### config.mk
export PLATFORM = sky130hd
export DESIGN_NAME = dual_port_mailbox_handshake_fsm
export DESIGN_NICKNAME = d
export VERILOG_FILES = /design/src/sv/dpm_pkg.sv /design/src/sv/dpm_fifo.sv /design/src/sv/dpm_front.sv /design/src/sv/dpm_back.sv /design/src/sv/dual_port_mailbox_handshake_fsm.sv
export SDC_FILE = /design/constraint.sdc
export NUM_CORES = 1
export LEC_CHECK = 0
export BUFFER_PORTS_ARGS = -buffer_cell sky130_fd_sc_hd__buf_2
export CORE_AREA = 3 3 131 133
export CTS_CLUSTER_DIAMETER = 30
export DETAILED_ROUTE_END_ITERATION = 8
export DIE_AREA = 0 0 134 136
export RECOVER_POWER = 25
export SLEW_MARGIN = 25
export SYNTH_ARGS = -nofsm -noshare
export SYNTH_HDL_FRONTEND = slang
export SYNTH_SLANG_ARGS = --single-unit
### constraint.sdc
create_clock -name clk -period 4.7 [get_ports clk]
set_clock_uncertainty 0.2 [all_clocks]
set_input_delay 0.235 -clock clk [delete_from_list [all_inputs] [get_ports clk]]
set_output_delay 0.235 -clock clk [all_outputs]
set_load 0.05 [all_outputs]
### src/sv/dpm_pkg.sv
package dpm_pkg;

	localparam int LEN_W = 10;
	localparam int CNT_OUT_W = 5;
	localparam logic [LEN_W-1:0] MSG_LEN_RESET = 10'd128;

	typedef enum logic [1:0] {
		EV_REQ_HIGH = 2'd0,
		EV_REQ_LOW  = 2'd1,
		EV_XFER     = 2'd2,
		EV_NONE     = 2'd3
	} op_t;

	typedef enum logic [3:0] {
		STS_IGNORED     = 4'd0,
		STS_READ_START  = 4'd1,
		STS_WRITE_START = 4'd2,
		STS_EMPTY       = 4'd3,
		STS_FULL        = 4'd4,
		STS_EARLY_DROP  = 4'd5,
		STS_READ_DONE   = 4'd6,
		STS_READ_ABORT  = 4'd7,
		STS_WRITE_DONE  = 4'd8,
		STS_ZERO_DROP   = 4'd9
	} status_t;

	typedef struct packed {
		logic             port;
		logic [1:0]       event_kind;
		logic             mode_is_write;
		logic             request_level;
		logic             dma_finished;
		logic [LEN_W-1:0] dma_bytes_left;
	} in_item_t;

	typedef struct packed {
		logic [1:0]           new_state;
		logic [3:0]           status;
		logic [LEN_W-1:0]     bytes_written;
		logic                 ack_application;
		logic                 ack_communication;
		logic                 indicate_application;
		logic                 indicate_communication;
		logic [CNT_OUT_W-1:0] count_to_communication;
		logic [CNT_OUT_W-1:0] count_to_application;
	} result_t;

	// classified event as handed from front to back
	typedef struct packed {
		logic             port;
		op_t              op;
		logic             mode_is_write;
		logic             request_level;
		logic [LEN_W-1:0] size;
	} cmd_t;

endpackage

### src/sv/dpm_fifo.sv
module dpm_fifo #(
	parameter int WIDTH = 1,
	parameter int DEPTH = 2
) (
	input  logic             clk,
	input  logic             arst_n,
	input  logic             push,
	input  logic [WIDTH-1:0] wdata,
	output logic             full,
	input  logic             pop,
	output logic [WIDTH-1:0] rdata,
	output logic             empty
);

	localparam int PTR_W = (DEPTH > 1) ? $clog2(DEPTH) : 1;
	localparam int CNT_W = $clog2(DEPTH + 1);

	logic [WIDTH-1:0] mem_q [DEPTH];
	logic [PTR_W-1:0] wr_ptr_q;
	logic [PTR_W-1:0] rd_ptr_q;
	logic [CNT_W-1:0] count_q;
	logic             do_push;
	logic             do_pop;

	assign full    = (count_q == CNT_W'(DEPTH));
	assign empty   = (count_q == '0);
	assign do_push = push && !full;
	assign do_pop  = pop && !empty;
	assign rdata   = mem_q[rd_ptr_q];

	always_ff @(posedge clk) begin
		if (do_push) begin
			mem_q[wr_ptr_q] <= wdata;
		end
	end

	always_ff @(posedge clk or negedge arst_n) begin
		if (!arst_n) begin
			wr_ptr_q <= '0;
			rd_ptr_q <= '0;
			count_q  <= '0;
		end else begin
			if (do_push) begin
				wr_ptr_q <= (wr_ptr_q == PTR_W'(DEPTH - 1)) ? '0 : wr_ptr_q + PTR_W'(1);
			end
			if (do_pop) begin
				rd_ptr_q <= (rd_ptr_q == PTR_W'(DEPTH - 1)) ? '0 : rd_ptr_q + PTR_W'(1);
			end
			if (do_push && !do_pop) begin
				count_q <= count_q + CNT_W'(1);
			end else if (do_pop && !do_push) begin
				count_q <= count_q - CNT_W'(1);
			end
		end
	end

endmodule

### src/sv/dpm_front.sv
module dpm_front import dpm_pkg::*; (
	input  logic             clk,
	input  logic             arst_n,
	input  logic             push,
	input  in_item_t         item,
	output logic             full,
	input  logic             cfg_valid,
	input  logic [LEN_W-1:0] cfg_data,
	input  logic             cmd_pop,
	output cmd_t             cmd,
	output logic             cmd_empty
);

	logic [LEN_W-1:0] message_length_q;
	cmd_t             cmd_in;
	logic [LEN_W-1:0] remainder;

	always_ff @(posedge clk or negedge arst_n) begin
		if (!arst_n) begin
			message_length_q <= MSG_LEN_RESET;
		end else if (cfg_valid) begin
			message_length_q <= cfg_data;
		end
	end

	// size of a write that would end with this transaction
	assign remainder = (item.dma_bytes_left >= message_length_q) ? '0
		: message_length_q - item.dma_bytes_left;

	always_comb begin
		cmd_in.port          = item.port;
		cmd_in.mode_is_write = item.mode_is_write;
		cmd_in.request_level = item.request_level;
		cmd_in.size          = item.dma_finished ? message_length_q : remainder;
		case (item.event_kind)
			EV_REQ_HIGH: cmd_in.op = EV_REQ_HIGH;
			EV_REQ_LOW:  cmd_in.op = EV_REQ_LOW;
			EV_XFER:     cmd_in.op = EV_XFER;
			default:     cmd_in.op = EV_NONE;
		endcase
	end

	dpm_fifo #(
		.WIDTH($bits(cmd_t)),
		.DEPTH(2)
	) u_cmd_fifo (
		.clk   (clk),
		.arst_n(arst_n),
		.push  (push),
		.wdata (cmd_in),
		.full  (full),
		.pop   (cmd_pop),
		.rdata (cmd),
		.empty (cmd_empty)
	);

endmodule

### src/sv/dpm_back.sv
module dpm_back import dpm_pkg::*; #(
	parameter int QUEUE_DEPTH = 16
) (
	input  logic    clk,
	input  logic    arst_n,
	input  cmd_t    cmd,
	input  logic    cmd_empty,
	output logic    cmd_pop,
	input  logic    res_full,
	output logic    res_push,
	output result_t res
);

	localparam int FILL_W = $clog2(QUEUE_DEPTH + 1);

	typedef enum logic [1:0] {
		ST_IDLE  = 2'd0,
		ST_READ  = 2'd1,
		ST_WRITE = 2'd2
	} pstate_t;

	pstate_t           port_state_q [2];
	logic [FILL_W-1:0] fill_q [2];
	logic [1:0]        ack_q;

	pstate_t           n_state [2];
	logic [FILL_W-1:0] n_fill [2];
	logic [1:0]        n_ack;
	status_t           status;
	logic [LEN_W-1:0]  bytes;
	logic              p;
	logic              inq;
	pstate_t           st;
	logic              fire;

	assign fire     = !cmd_empty && !res_full;
	assign cmd_pop  = fire;
	assign res_push = fire;
	assign p        = cmd.port;
	assign inq      = ~cmd.port;
	assign st       = port_state_q[p];

	// the writing port feeds the queue of the same index, reads the other one
	always_comb begin
		n_state = port_state_q;
		n_fill  = fill_q;
		n_ack   = ack_q;
		status  = STS_IGNORED;
		bytes   = '0;
		case (cmd.op)
			EV_REQ_HIGH: begin
				if (st == ST_IDLE) begin
					if (cmd.mode_is_write) begin
						if (fill_q[p] == FILL_W'(QUEUE_DEPTH)) begin
							status = STS_FULL;
						end else if (!cmd.request_level) begin
							status = STS_EARLY_DROP;
						end else begin
							status     = STS_WRITE_START;
							n_state[p] = ST_WRITE;
							n_ack[p]   = 1'b1;
						end
					end else begin
						if (fill_q[inq] == '0) begin
							status = STS_EMPTY;
						end else if (!cmd.request_level) begin
							status = STS_EARLY_DROP;
						end else begin
							status     = STS_READ_START;
							n_state[p] = ST_READ;
							n_ack[p]   = 1'b1;
						end
					end
				end
			end
			EV_REQ_LOW: begin
				if (st == ST_READ) begin
					status     = STS_READ_ABORT;
					n_state[p] = ST_IDLE;
					n_ack[p]   = 1'b0;
				end else if (st == ST_WRITE) begin
					if (cmd.size == '0) begin
						status = STS_ZERO_DROP;
					end else begin
						status = STS_WRITE_DONE;
						bytes  = cmd.size;
						if (fill_q[p] != FILL_W'(QUEUE_DEPTH)) begin
							n_fill[p] = fill_q[p] + FILL_W'(1);
						end
					end
					n_state[p] = ST_IDLE;
					n_ack[p]   = 1'b0;
				end
			end
			EV_XFER: begin
				if (st == ST_READ) begin
					status = STS_READ_DONE;
					if (fill_q[inq] != '0) begin
						n_fill[inq] = fill_q[inq] - FILL_W'(1);
					end
					n_state[p] = ST_IDLE;
					n_ack[p]   = 1'b0;
				end
			end
			default: begin
			end
		endcase
	end

	always_comb begin
		res.new_state              = n_state[p];
		res.status                 = status;
		res.bytes_written          = bytes;
		res.ack_application        = n_ack[0];
		res.ack_communication      = n_ack[1];
		res.indicate_application   = (n_fill[1] != '0);
		res.indicate_communication = (n_fill[0] != '0);
		res.count_to_communication = CNT_OUT_W'(n_fill[0]);
		res.count_to_application   = CNT_OUT_W'(n_fill[1]);
	end

	always_ff @(posedge clk or negedge arst_n) begin
		if (!arst_n) begin
			port_state_q[0] <= ST_IDLE;
			port_state_q[1] <= ST_IDLE;
			fill_q[0]       <= '0;
			fill_q[1]       <= '0;
			ack_q           <= '0;
		end else if (fire) begin
			port_state_q <= n_state;
			fill_q       <= n_fill;
			ack_q        <= n_ack;
		end
	end

`ifndef NO_ASSERTIONS
	a_ack_tracks_state: assert property (@(posedge clk) disable iff (!arst_n)
		(ack_q[0] == (port_state_q[0] != ST_IDLE)) && (ack_q[1] == (port_state_q[1] != ST_IDLE)))
		else $error("ack line out of step with port state");

	a_fill_bounded: assert property (@(posedge clk) disable iff (!arst_n)
		(fill_q[0] <= FILL_W'(QUEUE_DEPTH)) && (fill_q[1] <= FILL_W'(QUEUE_DEPTH)))
		else $error("queue fill above depth");

	a_write_done_counts: assert property (@(posedge clk) disable iff (!arst_n)
		fire && (status == STS_WRITE_DONE) && !p && (fill_q[0] != FILL_W'(QUEUE_DEPTH))
		|=> fill_q[0] == $past(fill_q[0]) + FILL_W'(1))
		else $error("write done did not add a message");

	a_read_needs_message: assert property (@(posedge clk) disable iff (!arst_n)
		fire && (status == STS_READ_START) |-> fill_q[inq] != '0)
		else $error("read started on an empty queue");
`endif

endmodule

### src/sv/dual_port_mailbox_handshake_fsm.sv
// path: a pushed transaction is held in the command queue register, is handled
// by the back end once the result queue has room, and is then on the result
// ports from the result queue register
// throughput: one event per cycle while the result queue is not full; the back
// end updates port state and queue fills for one command each cycle it is not stalled
// reset: asynchronous, clears both ports to idle, fills to zero, acks low,
// message length back to 128, and empties the command and result queues
module dual_port_mailbox_handshake_fsm import dpm_pkg::*; #(
	parameter int QUEUE_DEPTH = 16
) (
	input  logic             clk,
	input  logic             arst_n,
	input  logic             push,
	input  in_item_t         item,
	output logic             full,
	output logic             empty,
	input  logic             pop,
	output result_t          result,
	input  logic             cfg_valid,
	output logic             cfg_ready,
	input  logic [LEN_W-1:0] cfg_data
);

	cmd_t    cmd;
	logic    cmd_empty;
	logic    cmd_pop;
	logic    res_full;
	logic    res_push;
	result_t res;

	assign cfg_ready = 1'b1;

	dpm_front u_front (
		.clk      (clk),
		.arst_n   (arst_n),
		.push     (push),
		.item     (item),
		.full     (full),
		.cfg_valid(cfg_valid),
		.cfg_data (cfg_data),
		.cmd_pop  (cmd_pop),
		.cmd      (cmd),
		.cmd_empty(cmd_empty)
	);

	dpm_back #(
		.QUEUE_DEPTH(QUEUE_DEPTH)
	) u_back (
		.clk      (clk),
		.arst_n   (arst_n),
		.cmd      (cmd),
		.cmd_empty(cmd_empty),
		.cmd_pop  (cmd_pop),
		.res_full (res_full),
		.res_push (res_push),
		.res      (res)
	);

	dpm_fifo #(
		.WIDTH($bits(result_t)),
		.DEPTH(2)
	) u_res_fifo (
		.clk   (clk),
		.arst_n(arst_n),
		.push  (res_push),
		.wdata (res),
		.full  (res_full),
		.pop   (pop),
		.rdata (result),
		.empty (empty)
	);

endmodule
==> key figures <==
Outcome
  • Status: complete, but fails checks
  • Violations in the final reports: capacitance limit, slew limit

GRT
  • First-pass GRT wire length: approximately 25000 um
  • Gr ovfl total: 0
  • Gr usage total: 17.88%
  • Largest net degree at the start of global routing: 35
  • Number of global-route vias before repair: roughly 4900
  • Initial antenna violation count: 0

Synth
  • Fraction of registers with async set/reset: between 20% and 30%
  • Primary FF master, synth: edfxtp_1
  • Syn_area_per_cell: about 12 um^2
  • Post-synth EDFFs: 90
  • Sequential element share of the synthesized area: 54.11%
  • Yosys cell types: 63
  • Synth warn: 0
  • Syn Std Cell Area: between 6000 and 7000 um^2
  • Post-Syn Nets: 620
  • Post-Synthesis Cells: ~570
  • Yosys reg bits: around 120

Clock network
  • Cts repair resizes: 0
  • Reg clk slew, reported paths: 0.06 ns
  • Clock Path Buffers: 2
  • Root Driver: clkbuf_16
  • Post CTS Setup Buffer Count: 0
  • Hold_buf cts: 19
  • Sink Count: roughly 120
  • CTS tree: yes
  • CTS Buf Count: 17
  • Clock Latency Late Sink: ~0.42 ns
  • H-tree levels: 4

Final layout
  • P&R area growth vs syn: 19.85%
  • Utilization after layout: 49.38%
  • Antenna diode count: 0
  • Most frequent cells in the layout: edfxtp_1, buf_2, mux2_2, nand2_1, nor2_1
  • Final Non-Filler Cells: about 900
  • Fill count: 1441
  • Cell area after layout: a little under 8000 um^2
  • Final #Nets: around 700
  • Layout cells sized above 1: 22.88%
  • Commonest non-fill, non-tap cell in the layout: edfxtp_1

Critical path
  • Kind of critical path: reg2reg
  • R2R Setup Slk: ~0.7 ns
  • Worst EP arrival: roughly 4.0 ns
  • Setup crit start kind: flop
  • Worst-path fanout max: 18
  • WP data required: 4.64 ns
  • CP Capture Type: flop

Floorplanning
  • Initial Util: 41.20%
  • Top-Level Pins: 64
  • Chip Width: between 100 and 150 um
  • Die Ht: between 100 and 150 um
  • Core Box Area: ~16000 um^2
  • Rows: 46
  • Die ar.: between 15000 and 20000 um^2

STA
  • Finish-stage setup viols: 0
  • Worst Slack Setup Final: between 0.6 and 0.7 ns
  • Final Cycle Share: 85.17%
  • RSZ-0062 raised after global routing: false
  • Sum Neg Setup Slack: 0 ns
  • Worst slew pin tran: about 2.2 ns
  • Slew Viols, Final: 35
  • Final Hold Viols: 0
  • Maximum clock frequency: approximately 0.25 GHz
  • Period minus WS final: 4.003 ns
  • WHS: about 0.022 ns
  • Slew HR: -43.64%

Detailed routing
  • DRC violations left: 0
  • DRT Wirelength: 15360 um
  • Routed length per instance: about 18 um
  • DRT Pass-1 Iters: 4
  • DR vias: 4762
  • Initial DRC count: roughly 360
  • Drt via density: between 5 and 6
  • Routed Antenna Nets: 0

Power
  • Clock power frac: 23.3%
  • Combinational share of power: between 40 and 50%
  • Pwr Total: 5.763 mW
  • Sw frac: between 40% and 50%
  • Peak supply drop: around 0.48 mV
  • Cell Int Power: between 3 and 4 mW
  • Reg power frac: 32.1%
  • P_sw: between 2 and 2.5 mW
  • Cell leakage power: 3.233 nW
  • PD cells: 732.1 nW/um^2

Place
  • RD Place Congestion: approximately 0.9
  • Area after DPL: 7084 um^2
  • DP HPWL: 10860 um
  • Post-placement worst setup slack: ~0.75 ns
  • Placed Cells incl. Taps: between 800 and 900
  • I/O Buffers: 62

Worst hold path
  • Min-delay worst type: in2reg

Run
  • Max-capacitance violation count: 1
[worst max-delay path, cell delays in order, from the launching register on]
cell      delay [ns]
dfrtp_1         0.41
buf_4           0.30
mux2_2          0.53
mux2i_1         0.20
ha_1            0.35
nor4b_1         0.44
or4b_2          0.20
a21oi_1         0.06
a311oi_1        0.46
nand4_1         0.14
or4_1           0.43
[cell type report]
class / count / area [um^2] / area share [%]
sequential: 124 / 3555 / 45.15
multi-input combinational: 385 / 2781 / 35.33
timing repair buffer: 89 / 545.5 / 6.929
clock buffer: 19 / 432.9 / 5.499
tap: 216 / 270.3 / 3.433
clock inverter: 13 / 175.2 / 2.225
inverter: 30 / 112.6 / 1.430
[routing by layer]
layer,GRT usage (%),vias up,wire (um)
met5,0,-,0
met2,28.35,148,7235
met4,6.971,0,276
li1,-,2276,-
met3,4.145,23,803
met1,23.92,2315,7043
[synth_stat cells, types with 4 or more instances]
cell,number,share of area [%]
dfrtp_1,33,13
nor3_1,14,1.1
a21o_1,7,0.80
nand2b_1,5,0.48
a211oi_1,4,0.46
mux2i_1,23,3.5
nand2_1,45,2.6
clkbuf_1,17,0.97
a22o_1,7,0.93
and3_1,4,0.38
nand4_1,4,0.38
edfxtp_1,90,41
a21oi_1,16,1.2
ha_1,19,3.6
nor2_1,42,2.4
xor2_1,8,1.1
a31oi_1,8,0.76
xnor2_1,13,1.7
mux2_2,50,8.6
nand3_1,21,1.6
o22ai_1,5,0.48
o21ai_0,26,2.0
inv_1,29,1.7
buf_1,8,0.46
nor4_1,4,0.38
nor2b_1,8,0.76
[flip-flops by register name, summed over array words and instances (netlist names)]
name	cells
u_back.ack_q	2
u_back.fill_q	10
u_back.port_state_q	4
u_front.message_length_q	10
u_front.u_cmd_fifo.count_q	2
u_front.u_cmd_fifo.mem_q	30
u_front.u_cmd_fifo.rd_ptr_q	1
u_front.u_cmd_fifo.wr_ptr_q	1
u_res_fifo.count_q	2
u_res_fifo.mem_q	60
u_res_fifo.rd_ptr_q	1
u_res_fifo.wr_ptr_q	1
[worst paths after layout]
path | to | startpoint | cells past startpoint
setup / recovery | u_res_fifo.mem_q[1][10] | u_front.u_cmd_fifo.rd_ptr_q | 10
hold / removal | u_front.message_length_q[0] | cfg_valid | 2
setup reg to reg | u_res_fifo.mem_q[1][10] | u_front.u_cmd_fifo.rd_ptr_q | 10
hold reg to reg | u_res_fifo.rd_ptr_q | u_res_fifo.rd_ptr_q | 1
max in group asynchronous | u_back.port_state_q[2] | arst_n | 2
min in group asynchronous | u_front.u_cmd_fifo.wr_ptr_q | arst_n | 2
[logic make-up (layout without fill, tap and decap cells)]
logic type,count (synthesis),after routing,share of synthesized area [%]
AO/OA/AOI/OAI,105,105,10.91
XOR/XNOR,21,21,2.800
adder cells (fa/ha/maj),20,20,3.924
buffers and inverters,60,151,3.657
flip-flops,124,124,54.11
multiplexers,74,74,12.42
other,1,1,0.05709
AND/OR/NAND/NOR,164,164,12.11
[power groups by stage]
stage	Clock [mW]	Combinational [mW]	Sequential [mW]
floorplan	0	2.02	1.80
global placement	0	2.54	1.85
detailed placement	0	2.58	1.87
CTS	1.37	2.60	1.85
global route	1.42	2.79	1.90
finish	1.34	2.57	1.85
Note: power is estimated with default switching activity, not from simulation.
